--- src/hdl/sfr_pkg.sv ---
package sfr_pkg;

	localparam logic [7:0]  START_BYTE = 8'hA5;
	localparam logic [7:0]  END_BYTE   = 8'h5A;
	localparam logic [15:0] CRC_INIT   = 16'hFFFF;
	localparam logic [15:0] CRC_POLY   = 16'hA001;
	localparam logic [15:0] LEN_LIMIT  = 16'd65532;
	localparam logic [15:0] LEN_MIN    = 16'd3;

	localparam logic [1:0] CFG_OWN   = 2'd0;
	localparam logic [1:0] CFG_HOST  = 2'd1;
	localparam logic [1:0] CFG_BCAST = 2'd2;
	localparam logic [1:0] CFG_MAXLEN = 2'd3;

	typedef enum logic [3:0] {
		PH_HUNT, PH_SRC, PH_DST, PH_FN0, PH_FN1, PH_LEN0, PH_LEN1,
		PH_CMD0, PH_CMD1, PH_DATA, PH_ACK, PH_CRC0, PH_CRC1, PH_END
	} phase_t;

	typedef enum logic [2:0] {
		KIND_PAYLOAD = 3'd0,
		KIND_ACCEPT  = 3'd1,
		KIND_CRC_ERR = 3'd2,
		KIND_END_ERR = 3'd3,
		KIND_LEN_ERR = 3'd4
	} kind_t;

	typedef struct packed {
		logic [7:0]  own_address;
		logic [7:0]  host_address;
		logic [7:0]  broadcast_address;
		logic [15:0] max_length;
	} cfg_t;

	typedef struct packed {
		kind_t       kind;
		logic [7:0]  payload_byte;
		logic [7:0]  source;
		logic [7:0]  destination;
		logic [15:0] frame_number;
		logic [15:0] command;
		logic [15:0] payload_length;
		logic        ack_req;
		logic        address_match;
	} result_t;

	// CRC-16/MODBUS, one byte, LSB first
	function automatic logic [15:0] crc16_byte(input logic [15:0] crc, input logic [7:0] b);
		logic [15:0] c;
		c = crc ^ {8'h00, b};
		for (int k = 0; k < 8; k++) begin
			if (c[0]) begin
				c = (c >> 1) ^ CRC_POLY;
			end else begin
				c = c >> 1;
			end
		end
		return c;
	endfunction

endpackage

--- src/hdl/sfr_parser.sv ---
module sfr_parser import sfr_pkg::*; (
	input  logic       clk,
	input  logic       arst_n,
	input  logic       en,
	input  logic [7:0] rx_byte,
	input  cfg_t       cfg,
	output logic       res_valid,
	output result_t    res
);

	phase_t      phase_q, phase_d;
	logic [15:0] remain_q, remain_d;
	logic [15:0] len_q, len_d;
	logic [15:0] crc_q, crc_d;
	logic [7:0]  src_q, src_d;
	logic [7:0]  dst_q, dst_d;
	logic [15:0] fn_q, fn_d;
	logic [15:0] cmd_q, cmd_d;
	logic        ack_q, ack_d;
	logic [15:0] rcrc_q, rcrc_d;

	logic [15:0] len_full;
	logic [15:0] lim;
	logic [15:0] crc_next;
	logic        feed_crc;

	assign len_full = {rx_byte, len_q[7:0]};
	assign lim      = (cfg.max_length > LEN_LIMIT) ? LEN_LIMIT : cfg.max_length;
	assign crc_next = crc16_byte(crc_q, rx_byte);

	always_comb begin
		phase_d   = phase_q;
		remain_d  = remain_q;
		len_d     = len_q;
		src_d     = src_q;
		dst_d     = dst_q;
		fn_d      = fn_q;
		cmd_d     = cmd_q;
		ack_d     = ack_q;
		rcrc_d    = rcrc_q;
		feed_crc  = 1'b1;
		res_valid = 1'b0;
		res       = '0;
		res.kind  = KIND_PAYLOAD;
		case (phase_q)
			PH_HUNT: begin
				feed_crc = 1'b0;
				if (rx_byte == START_BYTE) begin
					phase_d = PH_SRC;
				end
			end
			PH_SRC: begin
				src_d   = rx_byte;
				phase_d = PH_DST;
			end
			PH_DST: begin
				dst_d   = rx_byte;
				phase_d = PH_FN0;
			end
			PH_FN0: begin
				fn_d    = {8'h00, rx_byte};
				phase_d = PH_FN1;
			end
			PH_FN1: begin
				fn_d    = {rx_byte, fn_q[7:0]};
				phase_d = PH_LEN0;
			end
			PH_LEN0: begin
				len_d   = {8'h00, rx_byte};
				phase_d = PH_LEN1;
			end
			PH_LEN1: begin
				len_d = len_full;
				if (len_full < LEN_MIN || len_full > lim) begin
					feed_crc  = 1'b0;
					phase_d   = PH_HUNT;
					res_valid = 1'b1;
					res.kind  = KIND_LEN_ERR;
				end else begin
					remain_d = len_full - LEN_MIN;
					phase_d  = PH_CMD0;
				end
			end
			PH_CMD0: begin
				cmd_d   = {8'h00, rx_byte};
				phase_d = PH_CMD1;
			end
			PH_CMD1: begin
				cmd_d   = {rx_byte, cmd_q[7:0]};
				phase_d = (remain_q != 16'd0) ? PH_DATA : PH_ACK;
			end
			PH_DATA: begin
				remain_d = remain_q - 16'd1;
				if (remain_q == 16'd1) begin
					phase_d = PH_ACK;
				end
				res_valid        = 1'b1;
				res.kind         = KIND_PAYLOAD;
				res.payload_byte = rx_byte;
			end
			PH_ACK: begin
				ack_d   = (rx_byte != 8'h00);
				phase_d = PH_CRC0;
			end
			PH_CRC0: begin
				feed_crc = 1'b0;
				rcrc_d   = {8'h00, rx_byte};
				phase_d  = PH_CRC1;
			end
			PH_CRC1: begin
				feed_crc = 1'b0;
				rcrc_d   = {rx_byte, rcrc_q[7:0]};
				phase_d  = PH_END;
			end
			PH_END: begin
				feed_crc  = 1'b0;
				phase_d   = PH_HUNT;
				res_valid = 1'b1;
				if (rx_byte != END_BYTE) begin
					res.kind = KIND_END_ERR;
				end else if (rcrc_q != crc_q) begin
					res.kind = KIND_CRC_ERR;
				end else begin
					res.kind           = KIND_ACCEPT;
					res.source         = src_q;
					res.destination    = dst_q;
					res.frame_number   = fn_q;
					res.command        = cmd_q;
					res.payload_length = len_q - LEN_MIN;
					res.ack_req        = ack_q;
					res.address_match  = (dst_q == cfg.own_address) ||
						(dst_q == cfg.host_address) || (dst_q == cfg.broadcast_address);
				end
			end
			default: begin
				feed_crc = 1'b0;
				phase_d  = PH_HUNT;
			end
		endcase
	end

	always_comb begin
		crc_d = crc_q;
		if (phase_q == PH_HUNT) begin
			crc_d = CRC_INIT;
		end else if (feed_crc) begin
			crc_d = crc_next;
		end
	end

	always_ff @(posedge clk or negedge arst_n) begin
		if (!arst_n) begin
			phase_q  <= PH_HUNT;
			remain_q <= '0;
			len_q    <= '0;
			crc_q    <= CRC_INIT;
			src_q    <= '0;
			dst_q    <= '0;
			fn_q     <= '0;
			cmd_q    <= '0;
			ack_q    <= 1'b0;
			rcrc_q   <= '0;
		end else if (en) begin
			phase_q  <= phase_d;
			remain_q <= remain_d;
			len_q    <= len_d;
			crc_q    <= crc_d;
			src_q    <= src_d;
			dst_q    <= dst_d;
			fn_q     <= fn_d;
			cmd_q    <= cmd_d;
			ack_q    <= ack_d;
			rcrc_q   <= rcrc_d;
		end
	end

endmodule

--- src/hdl/sfr_out_reg.sv ---
module sfr_out_reg import sfr_pkg::*; (
	input  logic    clk,
	input  logic    arst_n,
	input  logic    load,
	input  result_t res_in,
	input  logic    out_ready,
	output logic    room,
	output logic    out_valid,
	output result_t res_out
);

	logic    valid_q;
	result_t res_q;

	assign room      = !valid_q || out_ready;
	assign out_valid = valid_q;
	assign res_out   = res_q;

	always_ff @(posedge clk or negedge arst_n) begin
		if (!arst_n) begin
			valid_q <= 1'b0;
		end else if (load) begin
			valid_q <= 1'b1;
		end else if (out_ready) begin
			valid_q <= 1'b0;
		end
	end

	always_ff @(posedge clk) begin
		if (load) begin
			res_q <= res_in;
		end
	end

endmodule

--- src/hdl/serial_frame_receiver_crc16.sv ---
// A byte passes through the input register, then its result is loaded into the result register.
// Throughput: one byte per cycle; the byte-wide CRC step and frame parser sit in one stage.
// Back-pressure stalls the input register only when a byte yields a result and the
// result register is full and out_ready is low.
// Reset: asynchronous, active low; parser hunts for start byte, CRC = 0xFFFF,
// address and length registers take their defaults.
module serial_frame_receiver_crc16 import sfr_pkg::*; (
	input  logic        clk,
	input  logic        arst_n,
	input  logic        in_valid,
	output logic        in_ready,
	input  logic [7:0]  rx_byte,
	output logic        out_valid,
	input  logic        out_ready,
	output logic [2:0]  kind,
	output logic [7:0]  payload_byte,
	output logic [7:0]  source,
	output logic [7:0]  destination,
	output logic [15:0] frame_number,
	output logic [15:0] command,
	output logic [15:0] payload_length,
	output logic        ack_req,
	output logic        address_match,
	input  logic        cfg_valid,
	output logic        cfg_ready,
	input  logic [1:0]  cfg_index,
	input  logic [15:0] cfg_data
);

	cfg_t    cfg_q;
	logic    s1_valid_q;
	logic [7:0] rx_byte_s1;
	logic    en;
	logic    res_valid;
	result_t res;
	result_t res_out;
	logic    room;

	assign cfg_ready = 1'b1;

	always_ff @(posedge clk or negedge arst_n) begin
		if (!arst_n) begin
			cfg_q.own_address       <= 8'd1;
			cfg_q.host_address      <= 8'd128;
			cfg_q.broadcast_address <= 8'd255;
			cfg_q.max_length        <= LEN_LIMIT;
		end else if (cfg_valid) begin
			case (cfg_index)
				CFG_OWN:    cfg_q.own_address       <= cfg_data[7:0];
				CFG_HOST:   cfg_q.host_address      <= cfg_data[7:0];
				CFG_BCAST:  cfg_q.broadcast_address <= cfg_data[7:0];
				CFG_MAXLEN: cfg_q.max_length        <= cfg_data;
				default: ;
			endcase
		end
	end

	assign en       = s1_valid_q && (!res_valid || room);
	assign in_ready = !s1_valid_q || en;

	always_ff @(posedge clk or negedge arst_n) begin
		if (!arst_n) begin
			s1_valid_q <= 1'b0;
		end else if (in_ready) begin
			s1_valid_q <= in_valid;
		end
	end

	always_ff @(posedge clk) begin
		if (in_ready && in_valid) begin
			rx_byte_s1 <= rx_byte;
		end
	end

	sfr_parser u_parser (
		.clk       (clk),
		.arst_n    (arst_n),
		.en        (en),
		.rx_byte   (rx_byte_s1),
		.cfg       (cfg_q),
		.res_valid (res_valid),
		.res       (res)
	);

	sfr_out_reg u_out (
		.clk       (clk),
		.arst_n    (arst_n),
		.load      (en && res_valid),
		.res_in    (res),
		.out_ready (out_ready),
		.room      (room),
		.out_valid (out_valid),
		.res_out   (res_out)
	);

	assign kind           = res_out.kind;
	assign payload_byte   = res_out.payload_byte;
	assign source         = res_out.source;
	assign destination    = res_out.destination;
	assign frame_number   = res_out.frame_number;
	assign command        = res_out.command;
	assign payload_length = res_out.payload_length;
	assign ack_req        = res_out.ack_req;
	assign address_match  = res_out.address_match;

`ifndef NO_ASSERTIONS
	a_no_overwrite: assert property (@(posedge clk) disable iff (!arst_n)
		(out_valid && !out_ready) |-> !(en && res_valid))
		else $error("result register overwritten while full");

	a_s1_hold: assert property (@(posedge clk) disable iff (!arst_n)
		(s1_valid_q && !en) |=> (s1_valid_q && $stable(rx_byte_s1)))
		else $error("input register lost a stalled byte");

	a_error_zero: assert property (@(posedge clk) disable iff (!arst_n)
		(out_valid && res_out.kind != KIND_ACCEPT) |->
		(source == 8'd0 && destination == 8'd0 && frame_number == 16'd0 &&
		command == 16'd0 && payload_length == 16'd0 && !ack_req && !address_match))
		else $error("header fields set on a non-accept result");

	a_payload_zero: assert property (@(posedge clk) disable iff (!arst_n)
		(out_valid && res_out.kind != KIND_PAYLOAD) |-> (payload_byte == 8'd0))
		else $error("payload byte set on a frame status result");
`endif

endmodule

--- config.mk ---
export PLATFORM = sky130hd
export DESIGN_NAME = serial_frame_receiver_crc16
export DESIGN_NICKNAME = d
export VERILOG_FILES = /design/src/hdl/sfr_pkg.sv /design/src/hdl/sfr_parser.sv /design/src/hdl/sfr_out_reg.sv /design/src/hdl/serial_frame_receiver_crc16.sv
export SDC_FILE = /design/constraint.sdc
export NUM_CORES = 1
export LEC_CHECK = 0
export BUFFER_PORTS_ARGS = -buffer_cell sky130_fd_sc_hd__clkbuf_2
export CORE_ASPECT_RATIO = 1.75
export CORE_MARGIN = 2
export CORE_UTILIZATION = 42
export CTS_BUF_LIST = sky130_fd_sc_hd__clkbuf_4 sky130_fd_sc_hd__clkbuf_8
export DETAILED_ROUTE_END_ITERATION = 7
export HOLD_SLACK_MARGIN = 0.08
export SKIP_CTS_REPAIR_TIMING = 1
export SLEW_MARGIN = 10
export SYNTH_ARGS = -nofsm -noshare
export SYNTH_HDL_FRONTEND = slang
export SYNTH_HIERARCHICAL = 1
export SYNTH_SLANG_ARGS = --single-unit
--- constraint.sdc ---
create_clock -name clk -period 6.3 [get_ports clk]
set_input_delay 1.26 -clock clk [delete_from_list [all_inputs] [get_ports clk]]
set_output_delay 1.26 -clock clk [all_outputs]
set_load 0.03 [all_outputs]
==> report_table.html, run 1 <==
<table>
<tr><th>Metric</th><th>Value</th></tr>
<tr><th colspan="2">Outcome</th></tr>
<tr><td>Outcome</td><td>complete, no violations</td></tr>
<tr><th colspan="2">Detailed routing</th></tr>
<tr><td>WL per Instance</td><td>18.5 um</td></tr>
<tr><td>First-iteration detailed-routing DRC count</td><td>517</td></tr>
<tr><td>Number of detailed-routing iterations run before antenna repair</td><td>7</td></tr>
<tr><td>Final routed wirelength across all metal layers</td><td>26.7 mm</td></tr>
<tr><td>DR vias/cell</td><td>5.32</td></tr>
<tr><td>Antenna-violating nets left</td><td>0</td></tr>
<tr><td>Vias</td><td>7668</td></tr>
<tr><td>DRC violations left</td><td>0</td></tr>
<tr><th colspan="2">Logic synthesis</th></tr>
<tr><td>Count of cell types in the netlist</td><td>56</td></tr>
<tr><td>Area share of the leading cell type in the synthesized netlist</td><td>0.265</td></tr>
<tr><td>Net count after synthesis</td><td>1024</td></tr>
<tr><td>Mean instance size in the synthesized netlist</td><td>11.6 um2</td></tr>
<tr><td>Fraction of synthesis flops using an asynchronous set or reset pin</td><td>0.652</td></tr>
<tr><td>Number of synthesized flops with an enable pin</td><td>85</td></tr>
<tr><td>Synth Instances</td><td>974</td></tr>
<tr><td>Top cells by area in the synthesized netlist</td><td>sky130_fd_sc_hd__dfrtp_1 26%, sky130_fd_sc_hd__edfxtp_1 23%, sky130_fd_sc_hd__dfstp_2 9.3%</td></tr>
<tr><td>Cell taking the most area after synthesis</td><td>sky130_fd_sc_hd__dfrtp_1</td></tr>
<tr><td>Top_reg_cell synth</td><td>sky130_fd_sc_hd__dfrtp_1</td></tr>
<tr><td>Netlist Area Pre-Place</td><td>0.0113 mm2</td></tr>
<tr><td>Seq cells post-synth</td><td>244</td></tr>
<tr><td>Number of synthesis warnings</td><td>6</td></tr>
<tr><td>Part of the Yosys area used for sequential elements</td><td>0.585</td></tr>
<tr><th colspan="2">Power and ir drop</th></tr>
<tr><td>Internal portion of total power</td><td>3.60 mW</td></tr>
<tr><td>Switching part of the total power</td><td>0.356</td></tr>
<tr><td>P_leak</td><td>5.46 nW</td></tr>
<tr><td>Net load switching power</td><td>1.99 mW</td></tr>
<tr><td>Maximum resistive drop on vdd</td><td>0.189 mV</td></tr>
<tr><td>Portion of total power attributed to sequential cells</td><td>0.454</td></tr>
<tr><td>Total power divided by cell area</td><td>434 mW/mm2</td></tr>
<tr><td>Portion of total power attributed to combinational logic</td><td>0.305</td></tr>
<tr><td>Fraction of power consumed by the clock network</td><td>0.241</td></tr>
<tr><th colspan="2">Clock network</th></tr>
<tr><td>Clock latency on the worst-skew pair</td><td>550 ps</td></tr>
<tr><td>Maximum clock path buffer count</td><td>3</td></tr>
<tr><td>Reg clk slew, reported paths</td><td>60 ps</td></tr>
<tr><td>Number of H-tree levels</td><td>2</td></tr>
<tr><td>Clock buffer count from CTS</td><td>37</td></tr>
<tr><td>Clock tree from TritonCTS</td><td>done</td></tr>
<tr><td>CTS sink cnt</td><td>244</td></tr>
<tr><td>Library cell used as clock root buffer</td><td>sky130_fd_sc_hd__clkbuf_8</td></tr>
<tr><th colspan="2">Critical path</th></tr>
<tr><td>Crit. End Element</td><td>output port</td></tr>
<tr><td>Max FO, Critical Path</td><td>4</td></tr>
<tr><td>Worst Reg2Reg Path Length in Cells</td><td>17</td></tr>
<tr><td>Arrival time of the worst setup path</td><td>3500 ps</td></tr>
<tr><td>Type of the worst setup path</td><td>reg -&gt; out</td></tr>
<tr><td>Endpoint required time on the critical path</td><td>5040 ps</td></tr>
<tr><td>Startpoint types</td><td>flip-flop</td></tr>
<tr><th colspan="2">Die</th></tr>
<tr><td>Io pins</td><td>111</td></tr>
<tr><td>Core Region</td><td>0.0265 mm2</td></tr>
<tr><td>Die width</td><td>128 um</td></tr>
<tr><td>Site Rows</td><td>79</td></tr>
<tr><td>Initial Utilization</td><td>0.425</td></tr>
<tr><td>Die Ht</td><td>221 um</td></tr>
<tr><td>Die footprint</td><td>0.0282 mm2</td></tr>
<tr><th colspan="2">Global routing</th></tr>
<tr><td>Number of antenna violations at the first check in global routing</td><td>0</td></tr>
<tr><td>Pin count of the biggest net entering global routing</td><td>79</td></tr>
<tr><td>Via count of the first global-routing pass</td><td>7838</td></tr>
<tr><td>GRT Residual Overflow</td><td>0</td></tr>
<tr><td>All-Layer GR Usage</td><td>0.195</td></tr>
<tr><td>Wire length of the first global-routing pass</td><td>42.8 mm</td></tr>
<tr><th colspan="2">Place</th></tr>
<tr><td>Count of input and output buffers</td><td>109</td></tr>
<tr><td>Global placer's final weighted congestion</td><td>0.871</td></tr>
<tr><td>Dpl hpwl</td><td>18.0 mm</td></tr>
<tr><th colspan="2">Final layout</th></tr>
<tr><td>Fraction of layout instances using a drive strength above 1</td><td>0.265</td></tr>
<tr><td>Antenna diode count</td><td>0</td></tr>
<tr><td>P&amp;R area growth vs syn</td><td>14.5%</td></tr>
<tr><td>Final-layout fill cell count</td><td>2466</td></tr>
<tr><td>Final core utilization</td><td>0.486</td></tr>
<tr><td>Number of nets in the final layout</td><td>1139</td></tr>
<tr><th colspan="2">Min path</th></tr>
<tr><td>WHS Path Cells</td><td>2</td></tr>
<tr><td>Class of the most critical hold timing path</td><td>reg -&gt; reg</td></tr>
<tr><th colspan="2">Timing</th></tr>
<tr><td>Post-route minimum period</td><td>4760 ps</td></tr>
<tr><td>Actual transition at the worst max-transition pin</td><td>1160 ps</td></tr>
<tr><td>Final Cycle Share</td><td>0.756</td></tr>
<tr><td>Largest clock skew in the final design</td><td>19.6 ps</td></tr>
<tr><td>Count of endpoints failing hold in the final timing report</td><td>0</td></tr>
<tr><td>Final-report setup violation count</td><td>0</td></tr>
<tr><td>Achievable Freq</td><td>210 MHz</td></tr>
<tr><td>Max-slew violation total from the final report</td><td>0</td></tr>
<tr><td>Final-layout setup total negative slack</td><td>0 ps</td></tr>
<tr><td>Setup repair after global routing missed its margin</td><td>no</td></tr>
<tr><td>Worst rel slew slack</td><td>0.225</td></tr>
<tr><th colspan="2">Run</th></tr>
<tr><td>Number of maximum-capacitance violations</td><td>0</td></tr>
</table>
==> through the flow <==
| step | area, um2 | power, mW | std cells | hold slack, ps | setup WS, ps |
|---|---|---|---|---|---|
| final | 12900 | 5.59 | 1441 | 470 | 1540 |
| after floorplan | 11300 | 3.76 | 974 | 442 | 1910 |
| after CTS | 12900 | 5.64 | 1441 | 476 | 1500 |
| after detailed placement | 12100 | 4.28 | 1374 | 463 | 1780 |
| after global routing | 12900 | 5.95 | 1441 | 494 | 1370 |
| after global placement | 12100 | 4.23 | 1374 | 453 | 1870 |
==> critical path, cell delays in order (launching register included) <==
cell	delay (ps)
sky130_fd_sc_hd__dfstp_2	540
sky130_fd_sc_hd__nand4_1	100
sky130_fd_sc_hd__nor4_1	330
sky130_fd_sc_hd__nand2b_1	160
sky130_fd_sc_hd__ha_1	230
sky130_fd_sc_hd__nor2b_1	130
sky130_fd_sc_hd__o211ai_1	150
sky130_fd_sc_hd__a21boi_0	120
sky130_fd_sc_hd__o31a_1	410
sky130_fd_sc_hd__nor2_1	120
sky130_fd_sc_hd__nor2_1	70
sky130_fd_sc_hd__a21o_1	180
sky130_fd_sc_hd__nand3b_1	180
sky130_fd_sc_hd__clkbuf_2	240
==> layer usage <==
metal  vias to the layer above  share of wire  global-route usage
li1                       3677              -                   -
met1                      3710           0.40               0.230
met2                       230           0.53               0.352
met3                        51          0.044              0.0326
met4                         0          0.028              0.0780
met5                         -              0                   0
==> sequential cells by signal (all words and copies together), names as in the netlist, 4 cells and up <==
register / count
u_parser/src_q: 8
u_parser/dst_q: 8
u_parser/fn_q: 16
u_parser/crc_q: 16
cfg_q: 40
rx_byte_s1: 8
u_parser/rcrc_q: 16
u_parser/len_q: 16
u_parser/remain_q: 16
u_parser/cmd_q: 16
u_out/res_out: 77
u_parser/phase_q: 4
==> cells in the mapped netlist (25+ instances only) <==
master / count
sky130_fd_sc_hd__a21oi_1: 31
sky130_fd_sc_hd__a22o_1: 38
sky130_fd_sc_hd__and2_1: 54
sky130_fd_sc_hd__clkbuf_1: 33
sky130_fd_sc_hd__dfrtp_1: 119
sky130_fd_sc_hd__dfstp_2: 40
sky130_fd_sc_hd__edfxtp_1: 85
sky130_fd_sc_hd__mux2_2: 57
sky130_fd_sc_hd__nand2_1: 111
sky130_fd_sc_hd__nand3_1: 25
sky130_fd_sc_hd__nor2_1: 66
sky130_fd_sc_hd__o21ai_0: 46
sky130_fd_sc_hd__xnor2_1: 38
sky130_fd_sc_hd__xor2_1: 44
==> cell usage in the layout, fill, tap and decap left out, drive strengths merged, types with 10 or more instances in the layout <==
cell type,count
a21oi,31
a22o,38
a31oi,12
and2,54
and3,11
buf,15
clkbuf,169
dfrtp,119
dfstp,40
edfxtp,85
ha,19
inv,22
mux2,57
nand2,111
nand3,26
nand4,10
nor2,67
nor3,12
nor4,23
o21ai,48
xnor2,38
xor2,44
==> final cells by class <==
class / count / area [um2] / area share
sequential: 244 / 6580 / 0.511
multi-input combinational: 661 / 4390 / 0.341
clock buffer: 61 / 733 / 0.0569
timing repair buffer: 123 / 657 / 0.0510
tap: 324 / 405 / 0.0315
inverter: 22 / 82.6 / 0.00641
clock inverter: 6 / 31.3 / 0.00243
==> path summary, 6_finish.rpt <==
kind / from / endpoint / slack, ps
max: cfg_q[7] / in_ready / 1540
min: u_parser/cmd_q[0] / u_parser/cmd_q[0] / 470
max reg2reg: cfg_q[7] / u_parser/src_q[1] / 1730
min reg2reg: u_parser/cmd_q[0] / u_parser/cmd_q[0] / 470
max in group asynchronous: arst_n / u_parser/remain_q[0] / 4500
min in group asynchronous: arst_n / u_parser/len_q[3] / 740
==> logic make-up (layout without fill, tap and decap cells) <==
| logic type | count (synthesis) | count (layout) | synth area share |
|---|---|---|---|
| AOI/OAI and AO/OA | 158 | 158 | 0.0943 |
| xor gates and xnor gates | 82 | 82 | 0.0638 |
| adders and majority gates | 19 | 19 | 0.0211 |
| buffers and inverters | 69 | 212 | 0.0259 |
| DFF | 244 | 244 | 0.585 |
| muxes | 58 | 58 | 0.0579 |
| other | 1 | 1 | 0.000333 |
| and+or+nand+nor | 343 | 343 | 0.152 |
==> power groups by stage <==
| stage | Sequential (mW) | Combinational [mW] | Clock, mW |
|---|---|---|---|
| global placement | 2.55 | 1.68 | 0 |
| floorplan | 2.50 | 1.26 | 0 |
| global route | 2.60 | 1.89 | 1.45 |
| finish | 2.54 | 1.70 | 1.34 |
| CTS | 2.54 | 1.72 | 1.38 |
| detailed placement | 2.56 | 1.71 | 0 |
(Power assumes the default switching activity.)
==> run 2: changes to the inputs <==
--- a/config.mk
+++ b/config.mk
@@ -5,6 +5,7 @@
 export SDC_FILE = /design/constraint.sdc
 export NUM_CORES = 1
 export LEC_CHECK = 0
+export ABC_AREA = 1
 export BUFFER_PORTS_ARGS = -buffer_cell sky130_fd_sc_hd__clkbuf_2
 export CORE_ASPECT_RATIO = 1.75
 export CORE_MARGIN = 2
==> constraint.sdc (replaced) <==
create_clock -name clk -period 4.1 [get_ports clk]
set_input_delay 0.82 -clock clk [delete_from_list [all_inputs] [get_ports clk]]
set_output_delay 0.82 -clock clk [all_outputs]
set_load 0.03 [all_outputs]
==> run 2 against run 1 <==
Non-clock buffer count increased by 8. Area after synthesis is 8.1% higher. Combinational power up 73%. Count of clock-buffer cells in the layout down 6. Die area rose by 7.9%. Design area grew 7.0%. Routed wire length grew 15%. Highest routed layer unchanged.
==> report_table.html, run 2 <==
<table>
<tr><th>Metric</th><th>Value</th></tr>
<tr><th colspan="2">Timing</th></tr>
<tr><td>Count of endpoints failing hold in the final timing report</td><td>0 (unchanged)</td></tr>
<tr><td>Actual transition at the worst max-transition pin</td><td>969 ps (-194 ps)</td></tr>
<tr><td>Final Cycle Share</td><td>0.948</td></tr>
<tr><td>Post-route minimum period</td><td>3890 ps</td></tr>
<tr><td>Largest clock skew in the final design</td><td>31.2 ps (+11.5 ps)</td></tr>
<tr><td>Achievable Freq</td><td>257 MHz</td></tr>
<tr><td>Final-report setup violation count</td><td>0 (unchanged)</td></tr>
<tr><td>Post-route worst setup slack</td><td>214 ps (-1320 ps)</td></tr>
<tr><td>Worst rel slew slack</td><td>0.354 (+0.129)</td></tr>
<tr><td>Max-slew violation total from the final report</td><td>0 (unchanged)</td></tr>
<tr><th colspan="2">Logic synthesis</th></tr>
<tr><td>Ranking of synthesized cells by instance count</td><td>263 x sky130_fd_sc_hd__nand2_1, 133 x sky130_fd_sc_hd__inv_1, 119 x sky130_fd_sc_hd__dfrtp_1</td></tr>
<tr><td>Fraction of synthesis flops using an asynchronous set or reset pin</td><td>0.652 (unchanged)</td></tr>
<tr><td>Part of the Yosys area used for sequential elements</td><td>0.541 (-0.0438)</td></tr>
<tr><td>Netlist Area Pre-Place</td><td>0.0122 mm2 (+8.1%)</td></tr>
<tr><td>Top_reg_cell synth</td><td>sky130_fd_sc_hd__dfrtp_1</td></tr>
<tr><td>Top-count cell post-synth</td><td>sky130_fd_sc_hd__nand2_1</td></tr>
<tr><td>Area share of the leading cell type in the synthesized netlist</td><td>0.245 (-0.0198)</td></tr>
<tr><td>Cell taking the most area after synthesis</td><td>sky130_fd_sc_hd__dfrtp_1</td></tr>
<tr><td>Top cells by area in the synthesized netlist</td><td>sky130_fd_sc_hd__dfrtp_1 24%, sky130_fd_sc_hd__edfxtp_1 21%, sky130_fd_sc_hd__dfstp_2 8.6%</td></tr>
<tr><td>Number of synthesis warnings</td><td>6 (unchanged)</td></tr>
<tr><td>Number of synthesized flops with an enable pin</td><td>85 (unchanged)</td></tr>
<tr><td>Net count after synthesis</td><td>1352 (+32%)</td></tr>
<tr><td>Seq cells post-synth</td><td>244 (unchanged)</td></tr>
<tr><td>Count of cell types in the netlist</td><td>51 (-8.9%)</td></tr>
<tr><td>Synth Instances</td><td>1302 (+34%)</td></tr>
<tr><td>Mean instance size in the synthesized netlist</td><td>9.34 um2 (-19%)</td></tr>
<tr><th colspan="2">Die</th></tr>
<tr><td>Site Rows</td><td>82 (+3.8%)</td></tr>
<tr><td>Initial Utilization</td><td>0.426 (+0.00168)</td></tr>
<tr><td>Die footprint</td><td>0.0304 mm2 (+7.9%)</td></tr>
<tr><td>Die Ht</td><td>229 um (+3.9%)</td></tr>
<tr><td>Die width</td><td>133 um (+3.8%)</td></tr>
<tr><td>Io pins</td><td>111 (unchanged)</td></tr>
<tr><td>Core Region</td><td>0.0285 mm2 (+7.7%)</td></tr>
<tr><th colspan="2">Power and ir drop</th></tr>
<tr><td>P_leak</td><td>6.18 nW (+13%)</td></tr>
<tr><td>Total power divided by cell area</td><td>648 mW/mm2 (+49%)</td></tr>
<tr><td>Total chip power</td><td>8.93 mW (+60%)</td></tr>
<tr><td>Maximum resistive drop on vdd</td><td>0.318 mV (+68%)</td></tr>
<tr><th colspan="2">Run</th></tr>
<tr><td>Number of maximum-capacitance violations</td><td>0 (unchanged)</td></tr>
<tr><th colspan="2">Final layout</th></tr>
<tr><td>Most common library cell in the layout ignoring fill and taps</td><td>sky130_fd_sc_hd__nand2_1</td></tr>
<tr><td>Number of nets in the final layout</td><td>1468 (+29%)</td></tr>
<tr><td>Commonest cells after routing, fill and taps aside</td><td>263 x sky130_fd_sc_hd__nand2_1, 132 x sky130_fd_sc_hd__inv_1, 119 x sky130_fd_sc_hd__dfrtp_1</td></tr>
<tr><td>Max FFs per register</td><td>77 (unchanged)</td></tr>
<tr><td>Final-layout fill cell count</td><td>2794 (+13%)</td></tr>
<tr><td>P&amp;R area growth vs syn</td><td>13.3%</td></tr>
<tr><td>Fraction of layout instances using a drive strength above 1</td><td>0.250 (-0.0146)</td></tr>
<tr><th colspan="2">Clock network</th></tr>
<tr><td>CTS sink cnt</td><td>244 (unchanged)</td></tr>
<tr><td>Clock buffer count from CTS</td><td>37 (unchanged)</td></tr>
<tr><td>Library cell used as clock root buffer</td><td>sky130_fd_sc_hd__clkbuf_8</td></tr>
<tr><td>Maximum clock path buffer count</td><td>3 (unchanged)</td></tr>
<tr><td>Clock tree from TritonCTS</td><td>done</td></tr>
<tr><td>Reg clk slew, reported paths</td><td>60 ps (about the same)</td></tr>
<tr><td>Clock latency on the worst-skew pair</td><td>570 ps (+20 ps)</td></tr>
<tr><td>Number of H-tree levels</td><td>2 (unchanged)</td></tr>
<tr><th colspan="2">Global routing</th></tr>
<tr><td>Number of antenna violations at the first check in global routing</td><td>1 (+1)</td></tr>
<tr><td>Wire length of the first global-routing pass</td><td>48.8 mm (+14%)</td></tr>
<tr><td>GRT Residual Overflow</td><td>0 (unchanged)</td></tr>
<tr><td>Via count of the first global-routing pass</td><td>9224 (+18%)</td></tr>
<tr><td>All-Layer GR Usage</td><td>0.205 (+0.00975)</td></tr>
<tr><td>Pin count of the biggest net entering global routing</td><td>72 (-8.9%)</td></tr>
<tr><th colspan="2">Detailed routing</th></tr>
<tr><td>Number of detailed-routing iterations run before antenna repair</td><td>6 (-1)</td></tr>
<tr><td>Final routed wirelength across all metal layers</td><td>30.8 mm (+15%)</td></tr>
<tr><td>DRC violations left</td><td>0 (unchanged)</td></tr>
<tr><td>Vias</td><td>9259 (+21%)</td></tr>
<tr><td>Antenna-violating nets left</td><td>0 (unchanged)</td></tr>
<tr><td>DR vias/cell</td><td>5.07 (-4.7%)</td></tr>
<tr><td>WL per Instance</td><td>16.9 um (-8.9%)</td></tr>
<tr><td>First-iteration detailed-routing DRC count</td><td>640 (+24%)</td></tr>
<tr><th colspan="2">Place</th></tr>
<tr><td>Pre-CTS worst setup slack</td><td>318 ps (-1460 ps)</td></tr>
<tr><td>Count of input and output buffers</td><td>109 (unchanged)</td></tr>
<tr><td>Global placer's final weighted congestion</td><td>0.868 (-0.37%)</td></tr>
<tr><td>Dpl hpwl</td><td>21.8 mm (+22%)</td></tr>
<tr><th colspan="2">Critical path</th></tr>
<tr><td>Type of the worst setup path</td><td>reg -&gt; out</td></tr>
<tr><td>Arrival time of the worst setup path</td><td>3070 ps (-430 ps)</td></tr>
<tr><td>R2r setup slk</td><td>370 ps (-1360 ps)</td></tr>
<tr><td>Endpoint required time on the critical path</td><td>3280 ps (-1760 ps)</td></tr>
<tr><td>Crit. End Element</td><td>output port</td></tr>
<tr><td>Max FO, Critical Path</td><td>3 (-1)</td></tr>
<tr><td>Startpoint types</td><td>flip-flop</td></tr>
<tr><th colspan="2">Min path</th></tr>
<tr><td>Class of the most critical hold timing path</td><td>in -&gt; async</td></tr>
<tr><th colspan="2">Outcome</th></tr>
<tr><td>Outcome</td><td>complete, no violations</td></tr>
</table>
==> run 2: cell count changes in the layout (fill, tap and decap cells not counted), moves of 36 or more <==
cell,previous run,this run
sky130_fd_sc_hd__a22o_1,38,0
sky130_fd_sc_hd__nor2_2,1,39
sky130_fd_sc_hd__nand4_1,10,48
sky130_fd_sc_hd__inv_1,21,132
sky130_fd_sc_hd__mux2_2,57,0
sky130_fd_sc_hd__nor2_1,66,108
sky130_fd_sc_hd__and2_1,54,1
sky130_fd_sc_hd__o21ai_0,46,82
sky130_fd_sc_hd__nand2_1,111,263
==> run 2: path summary, 6_finish.rpt <==
| kind | to | cells after the start | start |
|---|---|---|---|
| worst min register to register | cfg_q[9] | 2 | cfg_q[9] |
| worst min-delay path | u_out/out_valid | 1 | arst_n |
| worst max-delay path | in_ready | 18 | cfg_q[8] |
| worst max register to register | u_parser/remain_q[2] | 24 | cfg_q[8] |
| max in group asynchronous | u_parser/len_q[0] | 2 | arst_n |
| min in group clk | rx_byte_s1[1] | 1 | rx_byte[1] |
==> run 2: where the power goes <==
group	switching [mW]	leakage [nW]	internal (mW)
sequential	0.573	2.72	3.31
clock	0.963	0.413	1.15
combinational	1.90	3.05	1.04
==> run 2: critical path: stages, from the launching register on <==
cell                       delay [ps]
sky130_fd_sc_hd__dfstp_2          530
sky130_fd_sc_hd__inv_1             50
sky130_fd_sc_hd__nor4_1           270
sky130_fd_sc_hd__nand2_1          100
sky130_fd_sc_hd__o31a_1           250
sky130_fd_sc_hd__ha_1             180
sky130_fd_sc_hd__o21bai_1         140
sky130_fd_sc_hd__nand2_1           60
sky130_fd_sc_hd__nand2_1           50
sky130_fd_sc_hd__nand2_1           40
sky130_fd_sc_hd__nand2_1           50
sky130_fd_sc_hd__nand2_1           50
sky130_fd_sc_hd__nand2_1           60
sky130_fd_sc_hd__nand2_1          100
sky130_fd_sc_hd__nand2_2           80
sky130_fd_sc_hd__nand2_2           80
sky130_fd_sc_hd__o21ai_2          100
sky130_fd_sc_hd__nand3_2          140
sky130_fd_sc_hd__buf_4            200
==> run 2: cell families (layout without fill, tap and decap cells) <==
| family | Yosys count | count (layout) | synth area share |
|---|---|---|---|
| AOI/OAI and AO/OA | 178 | 178 | 0.0855 |
| xor gates and xnor gates | 53 | 53 | 0.0382 |
| adders and majority gates | 19 | 19 | 0.0195 |
| buffers and inverters | 213 | 357 | 0.0807 |
| DFF | 244 | 244 | 0.541 |
| other | 1 | 2 | 0.000308 |
| and+or+nand+nor | 594 | 594 | 0.235 |
==> run 2: layout make-up <==
class | instances | area, um2 | share of cell area
clock buffers | 55 | 688 | 0.0499
multi-input cells | 845 | 4620 | 0.335
clock inverters | 12 | 87.6 | 0.00635
diodes | 1 | 2.50 | 0.000182
inverters | 159 | 598 | 0.0434
flip-flops and latches | 244 | 6580 | 0.477
repair buffers | 131 | 732 | 0.0531
well taps | 378 | 473 | 0.0343
==> run 2: stage by stage <==
step           cell area, um2  setup TNS [ps]  utilization  hold WS, ps  instances
2_1_floorplan           12200               0            -          446       1302
3_5_place_dp            13000               0        0.455          460       1757
3_3_place_gp            13000               0        0.455          459       1757
6_report                13800               0        0.483          282       1825
4_1_cts                 13800           -30.4        0.483          290       1824
5_1_grt                 13800           -11.2        0.483          322       1825
==> run 2: routing by layer <==
metal / track usage / part of all wire / vias up
met5: 0 / 0 / -
met4: 0.0938 / 0.039 / 0
met3: 0.0312 / 0.043 / 83
met2: 0.375 / 0.54 / 249
met1: 0.231 / 0.38 / 4399
li1: - / - / 4528
==> run 3: changes to the inputs <==
--- a/config.mk
+++ b/config.mk
@@ -5,7 +5,6 @@
 export SDC_FILE = /design/constraint.sdc
 export NUM_CORES = 1
 export LEC_CHECK = 0
-export ABC_AREA = 1
 export BUFFER_PORTS_ARGS = -buffer_cell sky130_fd_sc_hd__clkbuf_2
 export CORE_ASPECT_RATIO = 1.75
 export CORE_MARGIN = 2
==> run 3 against run 2 <==
Die area fell by 7.3%. Sequential cell count did not move. Combinational power fell by 8.5%. Clock skew fell by 8.0 ps. Count of clock-buffer cells in the layout fell by 3. First-iteration DRC count fell by 38%. Fmax fell by 4.4%. Utilization rose by 1.9 points. Non-clock buffer count rose by 13. Register-to-register slack got worse by 210 ps. Worst setup slack got worse by 180 ps. Critical path depth fell by 5. Critical path type unchanged.
==> report_table.html, run 3 (synthesis gave the netlist of run 1 again) <==
<table>
<tr><th>Metric</th><th>Value</th></tr>
<tr><th colspan="2">Clock network</th></tr>
<tr><td>Library cell used as clock root buffer</td><td>sky130_fd_sc_hd__clkbuf_8</td></tr>
<tr><td>Clock buffer count from CTS</td><td>38 (+2.7%)</td></tr>
<tr><td>Clock tree from TritonCTS</td><td>done</td></tr>
<tr><td>Clock latency on the worst-skew pair</td><td>560 ps (about the same)</td></tr>
<tr><td>Reg clk slew, reported paths</td><td>70 ps (about the same)</td></tr>
<tr><td>Number of H-tree levels</td><td>2 (unchanged)</td></tr>
<tr><td>Maximum clock path buffer count</td><td>3 (unchanged)</td></tr>
<tr><td>CTS sink cnt</td><td>244 (unchanged)</td></tr>
<tr><th colspan="2">Place</th></tr>
<tr><td>Dpl hpwl</td><td>18.0 mm (-17%)</td></tr>
<tr><td>Count of input and output buffers</td><td>109 (unchanged)</td></tr>
<tr><td>Pre-CTS worst setup slack</td><td>82.1 ps (-236 ps)</td></tr>
<tr><td>Instance area at placement</td><td>0.0123 mm2 (-5.1%)</td></tr>
<tr><td>Placed Cells</td><td>1394 (-21%)</td></tr>
<tr><td>Global placer's final weighted congestion</td><td>0.870 (+0.17%)</td></tr>
<tr><th colspan="2">Critical path</th></tr>
<tr><td>Crit. End Element</td><td>output port</td></tr>
<tr><td>Worst flop-to-flop path endpoint</td><td>u_parser/remain_q[15]</td></tr>
<tr><td>Arrival time of the worst setup path</td><td>3250 ps (+180 ps)</td></tr>
<tr><td>Worst Reg2Reg Path Length in Cells</td><td>17 (-29%)</td></tr>
<tr><td>R2r setup slk</td><td>160 ps (-210 ps)</td></tr>
<tr><td>Most frequent cell on the critical path</td><td>sky130_fd_sc_hd__nor2_1</td></tr>
<tr><td>Logic depth of the worst path, buffers included</td><td>13 (-5)</td></tr>
<tr><td>Critical path's slowest cell</td><td>sky130_fd_sc_hd__dfstp_2</td></tr>
<tr><td>Startpoint types</td><td>flip-flop</td></tr>
<tr><td>Largest stage delay on the critical path</td><td>540 ps (about the same)</td></tr>
<tr><td>List of cells traversed by the critical path</td><td>nand4_1 &gt; nor4_2 &gt; nand2b_1 &gt; ha_1 &gt; nor2b_1 &gt; o211ai_1 &gt; a21boi_1 &gt; o31a_1 &gt; nor2_1 &gt; nor2_1 &gt; a21o_1 &gt; nand3b_1 &gt; buf_6</td></tr>
<tr><td>Buffers and inverters on the worst path</td><td>1 (-1)</td></tr>
<tr><td>Cell family with most CP delay</td><td>simple AND/OR/NAND/NOR gates</td></tr>
<tr><td>Type of the worst setup path</td><td>reg -&gt; out</td></tr>
<tr><td>Max FO, Critical Path</td><td>3 (unchanged)</td></tr>
<tr><td>Endpoint required time on the critical path</td><td>3280 ps (about the same)</td></tr>
<tr><td>Launch instance of the worst register-to-register path</td><td>cfg_q[12]</td></tr>
<tr><th colspan="2">Final layout</th></tr>
<tr><td>Commonest cells after routing, fill and taps aside</td><td>119 x sky130_fd_sc_hd__dfrtp_1, 111 x sky130_fd_sc_hd__nand2_1, 107 x sky130_fd_sc_hd__clkbuf_2</td></tr>
<tr><td>Finished Cell Area</td><td>0.0133 mm2 (-3.4%)</td></tr>
<tr><td>Antenna diode count</td><td>0 (-1)</td></tr>
<tr><td>Max FFs per register</td><td>77 (unchanged)</td></tr>
<tr><td>Number of nets in the final layout</td><td>1161 (-21%)</td></tr>
<tr><td>Final instance count without filler cells</td><td>1465 (-20%)</td></tr>
<tr><td>Most common library cell in the layout ignoring fill and taps</td><td>sky130_fd_sc_hd__dfrtp_1</td></tr>
<tr><td>Final core utilization</td><td>0.502 (+0.0192)</td></tr>
<tr><td>P&amp;R area growth vs syn</td><td>18.3%</td></tr>
<tr><td>Fraction of layout instances using a drive strength above 1</td><td>0.283 (+0.0327)</td></tr>
<tr><th colspan="2">Power and ir drop</th></tr>
<tr><td>P_leak</td><td>5.66 nW (-8.4%)</td></tr>
<tr><td>Total chip power</td><td>9.11 mW (+2.0%)</td></tr>
<tr><td>Maximum resistive drop on vdd</td><td>0.315 mV (-1.1%)</td></tr>
<tr><td>Total power divided by cell area</td><td>685 mW/mm2 (+5.7%)</td></tr>
<tr><th colspan="2">Detailed routing</th></tr>
<tr><td>WL per Instance</td><td>17.8 um (+5.4%)</td></tr>
<tr><td>Number of detailed-routing iterations run before antenna repair</td><td>5 (-1)</td></tr>
<tr><td>DR vias/cell</td><td>5.31 (+4.6%)</td></tr>
<tr><td>First-iteration detailed-routing DRC count</td><td>395 (-38%)</td></tr>
<tr><td>Final routed wirelength across all metal layers</td><td>26.1 mm (-15%)</td></tr>
<tr><td>DRC violations left</td><td>0 (unchanged)</td></tr>
<tr><td>Antenna-violating nets left</td><td>0 (unchanged)</td></tr>
<tr><td>Vias</td><td>7774 (-16%)</td></tr>
<tr><th colspan="2">Min path</th></tr>
<tr><td>Class of the most critical hold timing path</td><td>in -&gt; async</td></tr>
<tr><th colspan="2">Outcome</th></tr>
<tr><td>Outcome</td><td>complete, no violations</td></tr>
<tr><th colspan="2">Global routing</th></tr>
<tr><td>Via count of the first global-routing pass</td><td>7786 (-16%)</td></tr>
<tr><td>Wire length of the first global-routing pass</td><td>42.0 mm (-14%)</td></tr>
<tr><td>Pin count of the biggest net entering global routing</td><td>85 (+18%)</td></tr>
<tr><td>All-Layer GR Usage</td><td>0.191 (-0.0139)</td></tr>
<tr><td>GRT Residual Overflow</td><td>0 (unchanged)</td></tr>
<tr><td>Number of antenna violations at the first check in global routing</td><td>0 (-1)</td></tr>
<tr><th colspan="2">Timing</th></tr>
<tr><td>Achievable Freq</td><td>246 MHz (-4.4%)</td></tr>
<tr><td>Setup repair after global routing missed its margin</td><td>yes</td></tr>
<tr><td>Worst rel slew slack</td><td>0.441 (+0.0871)</td></tr>
<tr><td>Final Hold Slack</td><td>288 ps (+6.07 ps)</td></tr>
<tr><td>Largest clock skew in the final design</td><td>23.2 ps (-7.96 ps)</td></tr>
<tr><td>Max-slew violation total from the final report</td><td>0 (unchanged)</td></tr>
<tr><td>Count of endpoints failing hold in the final timing report</td><td>0 (unchanged)</td></tr>
<tr><td>Final Cycle Share</td><td>0.992 (+0.0441)</td></tr>
<tr><td>Final-report setup violation count</td><td>0 (unchanged)</td></tr>
<tr><td>Actual transition at the worst max-transition pin</td><td>830 ps (-138 ps)</td></tr>
<tr><td>Post-route minimum period</td><td>4070 ps (+181 ps)</td></tr>
<tr><td>Final-layout setup total negative slack</td><td>0 ps (unchanged)</td></tr>
<tr><td>Post-route worst setup slack</td><td>33.2 ps (-181 ps)</td></tr>
<tr><th colspan="2">Die</th></tr>
<tr><td>Core Region</td><td>0.0265 mm2 (-7.1%)</td></tr>
<tr><td>Io pins</td><td>111 (unchanged)</td></tr>
<tr><td>Die Ht</td><td>221 um (-3.8%)</td></tr>
<tr><td>Site Rows</td><td>79 (-3.7%)</td></tr>
<tr><td>Die width</td><td>128 um (-3.7%)</td></tr>
<tr><td>Die footprint</td><td>0.0282 mm2 (-7.3%)</td></tr>
<tr><td>Initial Utilization</td><td>0.425 (-0.00168)</td></tr>
<tr><th colspan="2">Run</th></tr>
<tr><td>Number of maximum-capacitance violations</td><td>0 (unchanged)</td></tr>
</table>
run 3: cell types whose count changed in the layout (fill, tap and decap cells not counted), moves of 25 or more:
cell                      before  now
sky130_fd_sc_hd__inv_2        25    0
sky130_fd_sc_hd__nand3_1      58   25
sky130_fd_sc_hd__and2_1        1   54
sky130_fd_sc_hd__mux2_2        0   57
sky130_fd_sc_hd__o21ai_0      82   46
sky130_fd_sc_hd__xor2_1       18   44
sky130_fd_sc_hd__nor2_1      108   66
sky130_fd_sc_hd__nor2_2       39    1
sky130_fd_sc_hd__inv_1       132   21
sky130_fd_sc_hd__nand2_1     263  111
sky130_fd_sc_hd__nand4_1      48   10
sky130_fd_sc_hd__a22o_1        0   38
run 3: worst max-delay path by stage:
| stage | from | endpoint | slack [ps] |
|---|---|---|---|
| global route | cfg_q[12] | in_ready | -180 |
| CTS | cfg_q[3] | in_ready | -150 |
| global placement | cfg_q[3] | u_parser/remain_q[15] | 190 |
| finish | cfg_q[12] | in_ready | 30 |
| floorplan | cfg_q[7] | u_parser/dst_q[0] | 130 |
| detailed placement | cfg_q[7] | u_parser/remain_q[15] | 80 |
run 3: final cells by class:
class                      instances  area (um2)
fill                            2398       13200
sequential                       244        6580
multi-input combinational        661        4400
timing repair buffer             144         883
clock buffer                      52         678
tap                              324         405
clock inverter                    18         283
inverter                          22        82.6
run 3: power by group:
group	leakage [nW]	switching, mW	total [mW]	internal (mW)
sequential	2.66	0.617	3.89	3.27
clock	0.491	0.994	2.53	1.53
combinational	2.51	1.51	2.69	1.19
run 3: layer usage:
metal,global-route usage,vias up,wire [um]
met5,0,-,0
met3,0.0324,65,1170
met4,0.0707,0,880
met1,0.226,3764,10400
met2,0.345,217,13700
li1,-,3728,-
